**src/hw/rtl/multi_pattern_occurrence_counter_defines.svh**
```systemverilog
// Assertion macros shared by the occurrence counter RTL.
// Depends on nothing; each user supplies clk and rst_n in scope.
`ifndef MULTI_PATTERN_OCCURRENCE_COUNTER_DEFINES_SVH
`define MULTI_PATTERN_OCCURRENCE_COUNTER_DEFINES_SVH

// property checked on every clock outside reset
`define MPOC_CHECK(lbl, prop, msg) \
    lbl: assert property (@(posedge clk) disable iff (!rst_n) (prop)) else $error(msg);

// condition that must never be seen
`define MPOC_NEVER(lbl, cond, msg) \
    lbl: assert property (@(posedge clk) disable iff (!rst_n) !(cond)) else $error(msg);

`endif

```
**src/hw/rtl/mpoc_pkg.sv**
```systemverilog
// Shared types and constants of the multi-pattern occurrence counter.
// No dependencies.
package mpoc_pkg;

    localparam int DEF_MAX_PATTERNS = 128;
    localparam int DEF_MAX_LEN      = 255;
    localparam int DEF_COUNT_WIDTH  = 40;

    localparam int KIND_W    = 3;
    localparam int SYM_W     = 8;
    localparam int MATCH_W   = 40;
    localparam int PTOTAL_W  = 8;
    localparam int QDEPTH    = 2;

    localparam logic [KIND_W-1:0] KIND_PBYTE = 3'd0;
    localparam logic [KIND_W-1:0] KIND_CLOSE = 3'd1;
    localparam logic [KIND_W-1:0] KIND_TEXT  = 3'd2;
    localparam logic [KIND_W-1:0] KIND_END   = 3'd3;
    localparam logic [KIND_W-1:0] KIND_CLEAR = 3'd4;

    typedef struct packed {
        logic [KIND_W-1:0] op;
        logic [SYM_W-1:0]  sym;
    } cmd_t;

endpackage

```
**src/hw/rtl/mpoc_front.sv**
```systemverilog
// Front end: accepts items, drops unused kinds, queues commands.
// Depends on mpoc_pkg.
module mpoc_front (
    input  logic                   clk,
    input  logic                   rst_n,
    input  logic                   start,
    output logic                   busy,
    input  logic [mpoc_pkg::KIND_W-1:0] kind,
    input  logic [mpoc_pkg::SYM_W-1:0]  symbol,
    output mpoc_pkg::cmd_t         cmd,
    output logic                   cmd_valid,
    input  logic                   cmd_ready
);
    import mpoc_pkg::*;
    `include "multi_pattern_occurrence_counter_defines.svh"

    localparam int PTR_W = $clog2(QDEPTH);
    localparam int CNT_W = $clog2(QDEPTH + 1);

    cmd_t             q_reg [QDEPTH];
    logic [PTR_W-1:0] wr_reg;
    logic [PTR_W-1:0] rd_reg;
    logic [CNT_W-1:0] cnt_reg;
    logic             push;
    logic             pop;

    assign busy      = (cnt_reg == CNT_W'(QDEPTH));
    assign push      = start && !busy && (kind <= KIND_CLEAR);
    assign cmd_valid = (cnt_reg != '0);
    assign pop       = cmd_valid && cmd_ready;
    assign cmd       = q_reg[rd_reg];

    always_ff @(posedge clk)
    begin
        if (push)
        begin
            q_reg[wr_reg] <= '{op: kind, sym: symbol};
        end
    end

    always_ff @(posedge clk or negedge rst_n)
    begin
        if (!rst_n)
        begin
            wr_reg  <= '0;
            rd_reg  <= '0;
            cnt_reg <= '0;
        end
        else
        begin
            if (push)
            begin
                wr_reg <= (wr_reg == PTR_W'(QDEPTH - 1)) ? '0 : wr_reg + 1'b1;
            end
            if (pop)
            begin
                rd_reg <= (rd_reg == PTR_W'(QDEPTH - 1)) ? '0 : rd_reg + 1'b1;
            end
            if (push && !pop)
            begin
                cnt_reg <= cnt_reg + 1'b1;
            end
            else if (pop && !push)
            begin
                cnt_reg <= cnt_reg - 1'b1;
            end
        end
    end

    `MPOC_NEVER(a_cnt_range, cnt_reg > CNT_W'(QDEPTH), "queue count above depth")
    `MPOC_CHECK(a_push_holds, push |=> cnt_reg != '0, "pushed item lost")
    `MPOC_CHECK(a_wrap, (cnt_reg == '0) |-> (wr_reg == rd_reg), "empty queue pointers differ")

endmodule

```
**config.mk**
```make
export PLATFORM = sky130hd
export DESIGN_NAME = mpoc_front
export DESIGN_NICKNAME = d
export VERILOG_FILES = /design/src/hw/rtl/mpoc_pkg.sv /design/src/hw/rtl/mpoc_front.sv
export VERILOG_INCLUDE_DIRS = /design/src /design/src/hw/rtl
export SDC_FILE = /design/constraint.sdc
export NUM_CORES = 1
export LEC_CHECK = 0
export ABC_AREA = 0
export BUFFER_PORTS_ARGS = -buffer_cell sky130_fd_sc_hd__buf_2
export CAP_MARGIN = 10
export CORE_MARGIN = 3
export CORE_UTILIZATION = 53
export CTS_CLUSTER_SIZE = 12
export DETAILED_ROUTE_END_ITERATION = 10
export GPL_TIMING_DRIVEN = 0
export PLACE_DENSITY = 0.81
export SLEW_MARGIN = 40
export SYNTH_ARGS = -nofsm -noshare
export SYNTH_HDL_FRONTEND = slang
export SYNTH_SLANG_ARGS = --single-unit
```
**constraint.sdc**
```tcl
create_clock -name clk -period 5.4 [get_ports clk]
set_clock_uncertainty 0.2 [all_clocks]
set_input_delay 0.27 -clock clk [delete_from_list [all_inputs] [get_ports clk]]
set_output_delay 0.27 -clock clk [all_outputs]
set_load 0.02 [all_outputs]
```
==> results of run 1 <==
==> synth_stat cells <==
library cell / instances / area (µm²)
or2_4: 1 / 8.76
nor2_1: 3 / 11.3
o21ai_1: 1 / 5.00
buf_6: 1 / 11.3
ha_1: 1 / 12.5
xor2_1: 2 / 17.5
edfxtp_1: 22 / 661
nand3b_4: 1 / 20.0
mux2_2: 11 / 124
dfrtp_1: 4 / 100
inv_1: 2 / 7.51
xnor2_1: 3 / 26.3
nand2_4: 1 / 11.3
nor2b_2: 1 / 8.76
==> where the power goes <==
part	internal [mW]	total [mW]	switching, mW
registers	0.263	0.287	0.0240
logic	0.114	0.240	0.126
clock network	0.0750	0.128	0.0525
==> worst min path at each step <==
| stage | startpoint | endpoint | cells past startpoint | slack, ns |
|---|---|---|---|---|
| after floorplan | rst_n | cnt_reg[0] | 0 | -0.23 |
| after global placement | rst_n | cnt_reg[1] | 1 | -0.12 |
| after detailed placement | rst_n | cnt_reg[1] | 1 | -0.12 |
| after CTS | cmd_ready | rd_reg | 3 | 0.02 |
| after global routing | cmd_ready | rd_reg | 3 | 0.02 |
| final | cmd_ready | rd_reg | 3 | 0.02 |
==> worst max-delay path, stage by stage <==
cell and delay, ns:
dlygate4sd3_1 0.53, buf_2 0.13, o21ai_1 0.21, nand3b_4 0.13, nor2_2 0.48
==> metrics by stage <==
step           setup slack [ns]  power [mW]
2_1_floorplan              3.56       0.463
3_3_place_gp               3.36       0.521
3_5_place_dp               3.59       0.528
4_1_cts                    3.39       0.661
5_1_grt                    3.30       0.694
6_report                   3.40       0.655
==> layer usage <==
metal	part of all wire (%)	GRT usage (%)
met2	51	24.7
met1	43	15.3
met3	5.2	3.32
met5	0	0
met4	1.0	5.53
==> what timing repair did <==
item                                   4_1_cts  5_1_grt
hold buffers                                12        0
endpoints found under the hold margin       26        0
buffers inserted                             0        0
==> kinds of logic (layout without fill, tap and decap cells) <==
group | after synthesis | in the layout | synth area share [%]
mux | 11 | 11 | 12.1
fa+ha+maj | 1 | 1 | 1.22
simple gates | 7 | 7 | 5.86
compound gates | 1 | 1 | 0.488
flops | 26 | 26 | 74.2
xor+xnor | 5 | 5 | 4.27
buf+inv | 3 | 46 | 1.83
==> cell type report <==
class,count,share of cell area (%)
Clock buffer,3,1.65
Timing Repair Buffer,39,18.6
Clock inverter,1,2.19
Inverter,2,0.548
Multi-Input combinational cell,25,18.3
Buffer,1,0.823
Sequential cell,26,55.6
Tap cell,25,2.29
==> results.json, run 1 <==
{
  "chipHeight_um": 50.0,
  "end_kind": "flip-flop",
  "wl_um": 1470,
  "avgSynthCellArea_um2": 19.0,
  "r2r_end": "q_reg[1][1]",
  "hold_ws_ns": 0.0184,
  "finalInstanceArea_um2": 1370,
  "fin_nets": 114,
  "n_fill_cell": 113,
  "hold_class": "primary input to flip-flop",
  "io_pins": 28,
  "postRouteAntennaNets": 0,
  "worstSetupEndpoint": "q_reg[1][1]",
  "timing.final.crit_share_pct": 37.1,
  "port-buffer-count": 27,
  "row_count": 15,
  "cp.required_ns": 5.16,
  "setup_violations": 0,
  "peakVddDrop_mv": 0.380,
  "crit_fanout": 11,
  "track_usage_pct": 13.7,
  "cts_tree": "done",
  "layout.area.seq_um2": 761,
  "synth_seq_cells": 26,
  "seq_area_frac_synth_pct": 74.2,
  "route.detailed.wl_per_inst_um": 12.0,
  "layout_common_cells": "buf_2 (27), edfxtp_1 (22), dlygate4sd3_1 (12), mux2_2 (11), dfrtp_1 (4)",
  "dp.cells": 106,
  "worstMarginPinSlew_ns": 0.595,
  "finalCriticalPeriod_ns": 2.00,
  "reg2reg_from": "cnt_reg[1]",
  "die_area_um2": 2500,
  "via_count": 569,
  "grt_first_pass_wirelength_um": 2540,
  "setup_tns_ns": 0,
  "core_um2": 1780,
  "ys_types": 14,
  "rr_worst_depth": 3,
  "cts.repair.resized": 0,
  "cts_sinks": 26,
  "hold_viol": 0,
  "initial_core_util_pct": 57.5,
  "crit_arrival_ns": 1.76,
  "viasPerCell": 4.66,
  "rsz0062_at_grt": "false",
  "r2r_slack_ns": 3.59,
  "diodes": 0,
  "syn_area_um2": 1020,
  "drv_slew": 0,
  "syn_nets": 70,
  "grt_max_degree": 16,
  "startpoint": "kind[1]",
  "largest_reg_flops": 22,
  "area_growth_pct": 33.6,
  "grt_pass1_vias": 602,
  "clockBufferDepth": 2,
  "layout_commonest_cell": "buf_2",
  "htree_levels": 1,
  "drive_above_1_share_pct": 50.5,
  "power_leakage_nw": 0.553,
  "routabilityCongestion": 0.618,
  "grt_overflow": 0,
  "drt-initial-drc-count": 6,
  "clock_latency_ns": 0.30,
  "outcome": "complete, no violations",
  "die_x_um": 50.0,
  "clk_pin_slew_worst_paths_ns": 0.13,
  "cap_violations": 0,
  "critPathKind": "primary input to flip-flop",
  "dpl-instance-area_um2": 1200,
  "stdcell_count": 122,
  "yosys_warnings": 0,
  "syn-instance-count": 54,
  "fin_util_pct": 76.8,
  "fmax_ghz": 0.499,
  "antenna_found_initial": 0,
  "cts_buffers": 3,
  "drt-pass1-iter-count": 4,
  "drc": 0,
  "crit_path_start_kind": "primary input",
  "multiInputGateArea_um2": 250,
  "max_slew_margin_pct": 60.3,
  "power.density_nw_per_um2": 478,
  "cts-root-buf": "clkbuf_4"
}
Power figures use the tool's default switching activity.
==> inputs of run 2 (changes only) <==
- CORE_UTILIZATION: 53 -> 45
- PLACE_DENSITY: 0.81 -> 0.73
- clock period: 5.4 -> 1.8 ns (I/O delays scaled with it)
==> run 2 against run 1 <==
First-iteration DRC count stayed put. Cell count is 8.2% higher. Register-to-register slack worse by 3.5 ns. Clock-buffer cell count stayed put. Sequential power grew to 3.0 times the previous value. Critical endpoint is now q_reg[0][8].
==> results.json, run 2 (same netlist as run 1, synthesis figures left out) <==
{
  "fin_util_pct": 70.5,
  "hold_class": "primary input to flip-flop",
  "antenna_found_initial": 0,
  "outcome": "complete, no violations",
  "path_buf_inv": 1,
  "cap_violations": 0,
  "cp_num_cells": 4,
  "track_usage_pct": 13.6,
  "max_slew_margin_pct": 77.3,
  "peakVddDrop_mv": 0.945,
  "clock_latency_ns": 0.31,
  "worstMarginPinSlew_ns": 0.340,
  "finalCriticalPeriod_ns": 1.71,
  "drt-pass1-iter-count": 4,
  "drv_slew": 0,
  "cpMaxStageDelayCell": "dfrtp_1",
  "io_pins": 28,
  "layout_commonest_cell": "buf_2",
  "route.detailed.wl_per_inst_um": 13.3,
  "grt_first_pass_wirelength_um": 2740,
  "end_kind": "flip-flop",
  "htree_levels": 1,
  "fmax_ghz": 0.584,
  "drive_above_1_share_pct": 53.3,
  "path_cells": "nor2b_2 > nand3b_4 > buf_4 > nor2_4",
  "cts_buffers": 3,
  "viasPerCell": 4.58,
  "rr_worst_depth": 4,
  "chipHeight_um": 53.7,
  "row_count": 16,
  "critPathKind": "flip-flop to flip-flop",
  "max_stage_delay_ns": 0.43,
  "layout_common_cells": "buf_2 (27), edfxtp_1 (22), dlygate4sd3_1 (15), mux2_2 (11), buf_4 (5)",
  "total_power_mw": 2.06,
  "stdcell_count": 132,
  "r2r_slack_ns": 0.09,
  "diodes": 0,
  "hold_viol": 0,
  "grt_overflow": 0,
  "setup_violations": 0,
  "place_hpwl_um": 1130,
  "crit_path_start_kind": "flip-flop",
  "die_x_um": 53.7,
  "grt_pass1_vias": 598,
  "power.density_nw_per_um2": 1420,
  "largest_reg_flops": 22,
  "port-buffer-count": 27,
  "routabilityCongestion": 0.643,
  "timing.final.crit_share_pct": 95.1,
  "via_count": 605,
  "dp.cells": 108,
  "cp.required_ns": 1.60,
  "clockBufferDepth": 2,
  "reg2reg_from": "cnt_reg[1]",
  "power_leakage_nw": 0.591,
  "initial_core_util_pct": 49.7,
  "r2r_end": "q_reg[0][8]",
  "clk_pin_slew_worst_paths_ns": 0.14,
  "drt-initial-drc-count": 6,
  "hold_path_depth": 2,
  "postRouteAntennaNets": 0,
  "drc": 0,
  "crit_fanout": 11,
  "hold_ws_ns": 0.290,
  "grt_max_degree": 16,
  "min_to": "q_reg[0][1]",
  "cts-root-buf": "clkbuf_4",
  "cts_tree": "done",
  "core_um2": 2060,
  "crit_family": "simple AND/OR/NAND/NOR gates",
  "hold_start": "symbol[1]",
  "wl_um": 1750,
  "fin_nets": 122,
  "crit_arrival_ns": 1.51,
  "cts_sinks": 26,
  "area_growth_pct": 41.9,
  "die_area_um2": 2890
}
run 2: changes by cell type in the layout (fill, tap and decap cells not counted), sizes merged:
cell | previous run | this run
dlygate4sd3 | 12 | 15
buf | 28 | 33
run 2: final cells by class:
class	count	area, µm²
repair buffers	47	323
fillers	141	608
plain buffers	1	11.3
clock inverters	1	30.0
inverters	2	7.51
clock buffers	3	22.5
well taps	27	33.8
flip-flops and latches	26	762
multi-input cells	25	264
run 2: power by group:
group | internal [mW] | leakage [nW] | switching, mW
Combinational | 0.395 | 0.315 | 0.417
Clock | 0.225 | 0.0279 | 0.166
Sequential | 0.792 | 0.248 | 0.0650
Total | 1.41 | 0.591 | 0.649
run 2: repair_timing:
action                     CTS  global route
pin swaps                    0             2
setup buffers                0             5
hold buffers                15             0
hold endpoints to repair    29             0
gates resized for setup      2             2
setup endpoints to repair   22             3
run 2: worst max path at each step:
stage | start | to | slack (ns)
floorplan | cnt_reg[1] | q_reg[1][0] | -0.04
global placement | cnt_reg[1] | q_reg[1][1] | -0.24
detailed placement | cnt_reg[1] | q_reg[0][6] | -0.02
CTS | cnt_reg[0] | cnt_reg[1] | 0.03
global route | cnt_reg[1] | q_reg[0][10] | -0.0002
finish | cnt_reg[1] | q_reg[0][8] | 0.09
run 2: metrics by stage:
stage	instance area, µm²	setup TNS, ns	setup WS, ns
final	1450	0	0.0890
after global routing	1450	-0.000398	-0.000177
after CTS	1410	0	0.0346
after detailed placement	1200	-0.244	-0.0224
after global placement	1190	-5.22	-0.238
after floorplan	1020	-0.829	-0.0378
run 2: metal layers:
layer	routed length, µm	global-route usage (%)
met5	0	0
met4	0	2.55
met3	105	3.32
met2	913	24.6
met1	730	16.2
==> inputs of run 3 (changes only) <==
- CORE_UTILIZATION: 45 -> 40
- GPL_TIMING_DRIVEN: 0 -> 1
- PLACE_DENSITY: 0.73 -> 0.66
- SLEW_MARGIN: 40 -> 10
==> run 3 against run 2 <==
Clock-buffer cell count rose by 1. Die area is 11% higher. First-iteration DRC count grew to 2.5 times the previous value. Sequential power up 4.9%. Sequential cell count did not move. Routed wire length shrank 7.0%. Largest cell class unchanged. Worst hold slack improved by 0.0078 ns. Clock power decreased by 30%.
==> results.json, run 3 (same netlist as run 1, synthesis figures left out) <==
{
  "critPathKind": "flip-flop to output pin",
  "n_fill_cell": 200,
  "track_usage_pct": 11.5,
  "finalCriticalPeriod_ns": 1.70,
  "die_area_um2": 3210,
  "crit_fanout": 12,
  "rsz0062_at_grt": "false",
  "peakVddDrop_mv": 0.882,
  "cap_violations": 0,
  "hold_class": "primary input to flip-flop",
  "crit_arrival_ns": 1.41,
  "p_switching_mw": 0.607,
  "crit_path_start_kind": "flip-flop",
  "area_growth_pct": 36.8,
  "layout_common_cells": "buf_2 (27), edfxtp_1 (22), dlygate4sd3_1 (15), mux2_2 (11), buf_4 (4)",
  "antenna_found_initial": 0,
  "internal_power_mw": 1.26,
  "setup_violations": 0,
  "drt-pass1-iter-count": 2,
  "drv_slew": 0,
  "drc": 0,
  "max_slew_margin_pct": 79.9,
  "htree_levels": 1,
  "clk_pin_slew_worst_paths_ns": 0.12,
  "die_x_um": 56.6,
  "cts-root-buf": "clkbuf_4",
  "via_count": 594,
  "cts_tree": "done",
  "grt_pass1_vias": 666,
  "power.density_nw_per_um2": 1330,
  "setup_tns_ns": 0,
  "pwr-share-comb_pct": 37.1,
  "max_stage_delay_ns": 0.57,
  "cpMaxStageDelayCell": "dfrtp_2",
  "hold_viol": 0,
  "path_cells": "mux2_2 > buf_2",
  "wl_um": 1630,
  "clockBufferDepth": 2,
  "seq_power_share_pct": 48.2,
  "clock_latency_ns": 0.30,
  "grt_overflow": 0,
  "cts_sinks": 26,
  "fin_nets": 120,
  "power_leakage_nw": 0.574,
  "port-buffer-count": 27,
  "total_power_mw": 1.87,
  "crit_family": "flip-flops",
  "outcome": "complete, no violations",
  "row_count": 17,
  "drive_above_1_share_pct": 49.5,
  "path_buf_inv": 1,
  "postRouteAntennaNets": 0,
  "fmax_ghz": 0.588,
  "grt_max_degree": 15,
  "grt_first_pass_wirelength_um": 2820,
  "switching_share_pct": 32.5,
  "clockPowerShare_pct": 14.7,
  "place_hpwl_um": 1150,
  "end_kind": "output pin",
  "layout_commonest_cell": "buf_2",
  "cp.required_ns": 1.51,
  "diodes": 0,
  "io_pins": 28,
  "cts_buffers": 3,
  "viasPerCell": 4.53,
  "chipHeight_um": 56.6,
  "timing.final.crit_share_pct": 94.5,
  "routabilityCongestion": 0.763,
  "initial_core_util_pct": 44.2,
  "worstMarginPinSlew_ns": 0.301,
  "core_um2": 2320,
  "drt-initial-drc-count": 15,
  "largest_reg_flops": 22,
  "route.detailed.wl_per_inst_um": 12.4
}
run 3: cell count changes in the layout (fill, tap and decap cells not counted), sizes merged:
cell,delta
clkbuf,+1
bufinv,-1
buf,-2
run 3: power groups by stage:
stage	Clock (mW)	Sequential (mW)	Combinational [mW]
3_3_place_gp	0	0.905	0.668
2_1_floorplan	0	0.855	0.533
5_1_grt	0.323	0.921	0.749
6_report	0.275	0.899	0.693
4_1_cts	0.289	0.900	0.706
3_5_place_dp	0	0.912	0.675
run 3: area by class of cell:
cell class	instances	area [µm²]	area share [%]
clock buffer	4	36.3	2.59
tap	28	35.0	2.50
sequential	26	762	54.4
inverter	2	7.51	0.536
multi-input combinational	25	245	17.5
timing repair buffer	46	315	22.5
run 3: worst paths after layout:
| check | slack, ns | from | end | cells past startpoint |
|---|---|---|---|---|
| max reg2reg | 0.12 | cnt_reg[0] | cnt_reg[1] | 7 |
| max in group asynchronous | 0.75 | rst_n | rd_reg | 3 |
| max | 0.1 | rd_reg | cmd[3] | 2 |
| min in group asynchronous | 0.46 | rst_n | cnt_reg[0] | 3 |
| min reg2reg | 0.31 | cnt_reg[1] | cnt_reg[1] | 1 |
| min | 0.30 | symbol[0] | q_reg[0][0] | 2 |
run 3: per-layer routing:
metal  part of all wire, %  up-vias  track usage, %  wire, µm
li1                      -      297               -         -
met1                    44      280            13.5       719
met2                    50       15            19.5       811
met3                   5.0        2            2.53        82
met4                  0.80        0            6.10        13
met5                     0        -               0         0
run 3: through the flow:
stage                     utilization (%)  hold slack (ns)  cells  cell area, µm²  setup WS [ns]
after global routing                 60.4            0.288    131            1400        0.00919
after CTS                            60.4            0.278    131            1400         0.0804
final                                60.4            0.297    131            1400         0.0982
after floorplan                         -           -0.406     54            1020        -0.0378
after detailed placement             52.3           -0.298    112            1210          0.148
after global placement               52.3           -0.301    112            1210          0.217
run 3: timing repair:
item	in CTS	in global routing
endpoints found under the setup margin	11	0
hold endpoints to repair	29	0
gates resized for setup	1	0
hold buffers	15	0
setup buffers	0	0
